### src/design/pws_pkg.sv
`default_nettype none
// ----------------------------------------------------------------------------
// Wavetable synth package
// Shared constants, request codes, command and status types, and the pitch
// bend factor table.
// ----------------------------------------------------------------------------
package pws_pkg;

	localparam int NumVoices   = 15;
	localparam int WaveEntries = 1024;
	localparam int KeyCount    = 128;
	localparam int VoiceW      = $clog2(NumVoices);
	localparam int WaveAw      = $clog2(WaveEntries);
	localparam int PhaseW      = WaveAw + 16;
	localparam int StepW       = 26;
	localparam int SumW        = 32;

	localparam logic [2:0] REQ_TICK  = 3'd0;
	localparam logic [2:0] REQ_ON    = 3'd1;
	localparam logic [2:0] REQ_OFF   = 3'd2;
	localparam logic [2:0] REQ_WHEEL = 3'd3;
	localparam logic [2:0] REQ_WAVE  = 3'd4;
	localparam logic [2:0] REQ_STEP  = 3'd5;

	// Operation the datapath performs on the voice it is told to visit.
	typedef enum logic [2:0] {
		OP_NONE,
		OP_TICK,
		OP_ON,
		OP_OFF,
		OP_WHEEL
	} op_t;

	typedef struct packed {
		logic              start;   // clear accumulator, latch request
		logic              visit;   // work on voice idx (read stage)
		op_t               op;
		logic [VoiceW-1:0] idx;
		logic              finish;  // form the DAC code
	} dp_cmd_t;

	typedef struct packed {
		logic busy;  // pipeline still holds work
		logic hit;   // a matching voice was written (on/off stop search)
	} dp_stat_t;

	function automatic logic [16:0] bend_factor(input logic [5:0] i);
		logic [16:0] r;
		case (i)
			6'd0: r = 17'd61858;  6'd1: r = 17'd61970;  6'd2: r = 17'd62081;
			6'd3: r = 17'd62194;  6'd4: r = 17'd62306;  6'd5: r = 17'd62419;
			6'd6: r = 17'd62531;  6'd7: r = 17'd62644;  6'd8: r = 17'd62757;
			6'd9: r = 17'd62871;  6'd10: r = 17'd62984; 6'd11: r = 17'd63098;
			6'd12: r = 17'd63212; 6'd13: r = 17'd63326; 6'd14: r = 17'd63441;
			6'd15: r = 17'd63556; 6'd16: r = 17'd63670; 6'd17: r = 17'd63785;
			6'd18: r = 17'd63901; 6'd19: r = 17'd64016; 6'd20: r = 17'd64132;
			6'd21: r = 17'd64248; 6'd22: r = 17'd64364; 6'd23: r = 17'd64480;
			6'd24: r = 17'd64596; 6'd25: r = 17'd64713; 6'd26: r = 17'd64830;
			6'd27: r = 17'd64947; 6'd28: r = 17'd65065; 6'd29: r = 17'd65182;
			6'd30: r = 17'd65300; 6'd31: r = 17'd65418; 6'd32: r = 17'd65536;
			6'd33: r = 17'd65654; 6'd34: r = 17'd65773; 6'd35: r = 17'd65892;
			6'd36: r = 17'd66011; 6'd37: r = 17'd66130; 6'd38: r = 17'd66250;
			6'd39: r = 17'd66369; 6'd40: r = 17'd66489; 6'd41: r = 17'd66609;
			6'd42: r = 17'd66730; 6'd43: r = 17'd66850; 6'd44: r = 17'd66971;
			6'd45: r = 17'd67092; 6'd46: r = 17'd67213; 6'd47: r = 17'd67335;
			6'd48: r = 17'd67456; 6'd49: r = 17'd67578; 6'd50: r = 17'd67700;
			6'd51: r = 17'd67823; 6'd52: r = 17'd67945; 6'd53: r = 17'd68068;
			6'd54: r = 17'd68191; 6'd55: r = 17'd68314; 6'd56: r = 17'd68438;
			6'd57: r = 17'd68561; 6'd58: r = 17'd68685; 6'd59: r = 17'd68809;
			6'd60: r = 17'd68933; 6'd61: r = 17'd69058; 6'd62: r = 17'd69183;
			default: r = 17'd69308;
		endcase
		return r;
	endfunction

endpackage
`default_nettype wire

### src/design/pws_ctrl.sv
`default_nettype none
// ----------------------------------------------------------------------------
// Wavetable synth controller
// Sequences one request: walks the voices, drains the pipeline and, for a
// tick, hands the DAC code to the output register.
// ----------------------------------------------------------------------------
module pws_ctrl import pws_pkg::*; (
	input  wire logic       clk,
	input  wire logic       arst_n,
	input  wire logic       in_valid,
	input  wire logic [2:0] req_type,
	input  wire logic [6:0] velocity,
	output logic            in_stall,
	output logic            out_valid,
	input  wire logic       out_stall,
	output dp_cmd_t         cmd,
	input  wire dp_stat_t   stat,
	output logic            load_wave,
	output logic            load_step
);

	typedef enum logic [2:0] { S_IDLE, S_WALK, S_DRAIN, S_FIN, S_OUT } state_t;

	state_t            state_q;
	op_t               op_q;
	logic [VoiceW-1:0] idx_q;
	logic [1:0]        wait_q;
	logic              accept;

	assign accept    = in_valid && !in_stall;
	assign in_stall  = state_q != S_IDLE;
	assign load_wave = accept && req_type == REQ_WAVE;
	assign load_step = accept && req_type == REQ_STEP;

	op_t new_op;
	always_comb begin
		case (req_type)
			REQ_TICK:  new_op = OP_TICK;
			REQ_ON:    new_op = (velocity == 7'd0) ? OP_OFF : OP_ON;
			REQ_OFF:   new_op = OP_OFF;
			REQ_WHEEL: new_op = OP_WHEEL;
			default:   new_op = OP_NONE;
		endcase
	end

	always_comb begin
		cmd.start  = accept;
		cmd.visit  = state_q == S_WALK;
		cmd.op     = op_q;
		cmd.idx    = idx_q;
		cmd.finish = state_q == S_FIN;
	end

	// State and registered outputs.
	always_ff @(posedge clk or negedge arst_n) begin
		if (!arst_n) begin
			state_q   <= S_IDLE;
			op_q      <= OP_NONE;
			idx_q     <= '0;
			wait_q    <= '0;
			out_valid <= 1'b0;
		end else begin
			case (state_q)
				S_IDLE: if (accept && new_op != OP_NONE) begin
					op_q  <= new_op;
					idx_q <= '0;
					state_q <= S_WALK;
				end
				S_WALK: begin
					if (stat.hit || idx_q == VoiceW'(NumVoices - 1)) begin
						state_q <= S_DRAIN;
						wait_q  <= '0;
					end else
						idx_q <= idx_q + 1'b1;
				end
				S_DRAIN: begin
					if (!stat.busy && wait_q != 2'd0) begin
						state_q <= (op_q == OP_TICK) ? S_FIN : S_IDLE;
						wait_q  <= '0;
					end else
						wait_q <= wait_q + 1'b1;
				end
				S_FIN: begin
					wait_q <= wait_q + 1'b1;
					if (wait_q == 2'd3) begin
						out_valid <= 1'b1;
						state_q   <= S_OUT;
					end
				end
				S_OUT: if (!out_stall) begin
					out_valid <= 1'b0;
					state_q   <= S_IDLE;
				end
				default: state_q <= S_IDLE;
			endcase
		end
	end

endmodule
`default_nettype wire

### config.mk
export PLATFORM = sky130hd
export DESIGN_NAME = pws_ctrl
export DESIGN_NICKNAME = d
export VERILOG_FILES = /design/src/design/pws_pkg.sv /design/src/design/pws_ctrl.sv
export SDC_FILE = /design/constraint.sdc
export NUM_CORES = 1
export LEC_CHECK = 0
export ABC_AREA = 1
export BUFFER_PORTS_ARGS = -buffer_cell sky130_fd_sc_hd__buf_2
export CORE_MARGIN = 10
export CORE_UTILIZATION = 45
export DETAILED_ROUTE_END_ITERATION = 12
export GPL_ROUTABILITY_DRIVEN = 0
export PLACE_DENSITY = 0.73
export REMOVE_ABC_BUFFERS = 1
export SLEW_MARGIN = 20
export SYNTH_ARGS = -nofsm -noshare
export SYNTH_HDL_FRONTEND = slang
export SYNTH_SLANG_ARGS = --single-unit
### constraint.sdc
create_clock -name clk -period 1.6 [get_ports clk]
set_clock_uncertainty 0.1 [all_clocks]
set_input_delay 0.32 -clock clk [delete_from_list [all_inputs] [get_ports clk]]
set_output_delay 0.32 -clock clk [all_outputs]
set_load 0.02 [all_outputs]
==> reports/qor.yml <==
yosys_warnings: 0
slowest_stage: "dfrtp_1"
grt_pass1_wl_um: 3781
period_needed_ns: 1.767
cp_top_family: "simple AND/OR/NAND/NOR gates"
final-setup-viol-count: 6
yosysUniqueCellTypes: 25
synth-xor-area-share_pct: 2.059
synthTopCellsByArea: "dfrtp_1 38%, nand2_1 14%, inv_1 7.1%"
final_max_slew_viol_count: 0
synth-async-reset-ratio_pct: 100.0
cts_tree: "yes"
p_per_area_mw_per_mm2: 1713
p_leak_nw: 0.7043
grt.overflow.total: 0
peakVddDrop_uv: 944.5
viasPerCell: 4.635
critPathKind: "reg -> out"
grt_pass1_vias: 857
areaGrowthSynthToFinish_pct: 47.94
crit_buf_inv: 2
synth_mux_area_share_pct: 0
fp.coreArea_sq_mm: 0.001764
hp-class: "in -> reg"
synth_commonest_cells: "31 x nand2_1, 16 x inv_1, 13 x dfrtp_1, 12 x nor2_1, 7 x nand3_1"
synth_top_area_cell: "dfrtp_1"
tightestPinTransition_ns: 0.3050
synth-compound-area-share_pct: 6.471
clock_latency_ns: 0.27
antenna_found_initial: 0
critPathMaxStageDelay_ns: 0.41
clock_sinks: 13
cts-root-buf: "clkbuf_4"
critPathCaptureType: "output port"
failed_checks: "negative setup slack"
synth_top_family_by_area: "simple AND/OR/NAND/NOR gates"
synthesis.area_sq_um: 850.8
ys.flop_type: "dfrtp_1"
cp.required_ns: 1.18
dp.cells: 173
cts.clk_slew.worst_paths_ns: 0.08
port_buffers: 29
grt_usage_pct: 11.35
start_kind: "flop"
synth_cells: 115
final_cell_area_sq_mm: 0.001259
ys_seq_area_share_pct: 38.24
grt_start_max_net_pins: 14
synth_top_area_share_pct: 38.24
die_h_um: 63.48
design.portCount: 30
drc_errors: 0
rsz0062_at_grt: "true"
wl_per_cell_um: 11.98
status: "finished with violations"
initial_core_util_pct: 48.23
critical_path_arrival_ns: 1.35
n_antenna_cell: 0
yosys.area_share.simple_pct: 37.21
relSlewSlack_pct: 79.67
crit_fanout: 2
route.vias.total: 876
placed_cell_area_sq_mm: 0.001057
htree_levels: 1
yosysMostFrequentCell: "nand2_1"
ant_nets: 0
drive_above_1_share_pct: 42.68
hold_viol_final: 0
clock.fmax_ghz: 0.5658
dieArea_sq_mm: 0.004030
cap_violations: 0
synth_area_per_cell_sq_um: 7.398
final_cells: 189
fin_crit_sh_pct: 110.5
ys_ff_latch: 13
die_x_um: 63.48
fin_ws_ns: -0.1673
nets: 185
clockBufferDepth: 2
crit_path_frequent_cell: "nor2_4"
synth_edf_count: 0
synth_fa_ha_area_share_pct: 5.882
drtPass1Iterations: 4
num_rows: 15
crit_chain: "nor2_4 > nand2_4 > nor2_4 > inv_2 > nor4_2 > buf_4"
drtIter0Drc: 41
cts_made_buffers: 3
dp.final_hpwl_um: 1734
routed_wl_um: 2264
## cell type report
type	count	area, sq um
inverters	21	81.33
well taps	25	31.28
clock buffers	4	26.28
repair buffers	46	312.8
fillers	159	505.5
flip-flops and latches	13	325.3
multi-input cells	80	481.7
## flip-flops by register name, summed over array words and instances (netlist names)
signal and count:
wait_q 2, idx_q 4, state_q 3, op_q 3, out_valid 1
## cell usage in the layout (no fill, tap or decap), drive strengths merged
| cell type | netlist | final |
|---|---|---|
| buf | 1 | 45 |
| nor2 | 16 | 16 |
| clkbuf | 0 | 4 |
| inv | 21 | 21 |
| nand4 | 3 | 3 |
| o21ai | 4 | 4 |
| xor2 | 1 | 1 |
| nand2 | 33 | 33 |
| nor4 | 1 | 1 |
| nor3 | 4 | 4 |
| a21oi | 1 | 1 |
| ha | 4 | 4 |
| or2 | 1 | 1 |
| dfrtp | 13 | 13 |
| nand3 | 8 | 8 |
| o31ai | 1 | 1 |
| dlygate4sd3 | 0 | 1 |
| a21boi | 2 | 2 |
| xnor2 | 1 | 1 |
## logic make-up after synthesis
kind of cell,after synthesis
simple gates,66
buf+inv,22
flops,13
compound gates,8
fa+ha+maj,4
xor+xnor,2
## final timing paths
check	startpoint	end	slack [ns]	cells past startpoint
worst max-delay path	state_q[0]	load_wave	-0.17	6
worst min-delay path	out_stall	out_valid	0.17	3
worst max register to register	state_q[2]	idx_q[1]	-0.01	9
worst min register to register	out_valid	out_valid	0.41	2
max in group asynchronous	arst_n	idx_q[1]	0.81	2
min in group asynchronous	arst_n	idx_q[2]	0.36	2
## layer usage
layer,GRT usage [%],up-vias,share of wire [%]
li1,-,454,-
met1,11.99,394,41
met2,19.85,22,51
met3,4.417,6,6.4
met4,4.098,0,1.5
met5,0,-,0
## through the flow
stage	util, %	power, W	TNS, ns	hold slack [ns]	worst slack, ns
final	71.35	0.002156	-0.4252	0.1745	-0.1673
after global routing	71.35	0.002360	-1.421	0.1755	-0.2841
after CTS	66.74	0.002021	-0.5370	0.1682	-0.2091
after detailed placement	59.93	0.001655	0	0.1284	0.08068
after global placement	59.93	0.001626	0	0.1234	0.09971
after floorplan	-	0.001276	-0.4956	-0.07559	-0.2844
## repair_timing
item,in CTS,in global routing
buffers inserted,5,6
hold endpoints to repair,13,0
hold buffers,1,0
endpoints found under the setup margin,5,7
pin swaps,3,8
resized for setup,15,9
## tightest hold or removal path, cell delays in order
cell,delay [ns]
buf_2,0.09
o31ai_1,0.06
nand2_1,0.05
## power breakdown
group	internal (W)	switching (W)
registers	0.000452	0.0000991
logic	0.000609	0.000793
clock network	0.0000966	0.000106
No activity file was read; power rests on OpenSTA's default activity.
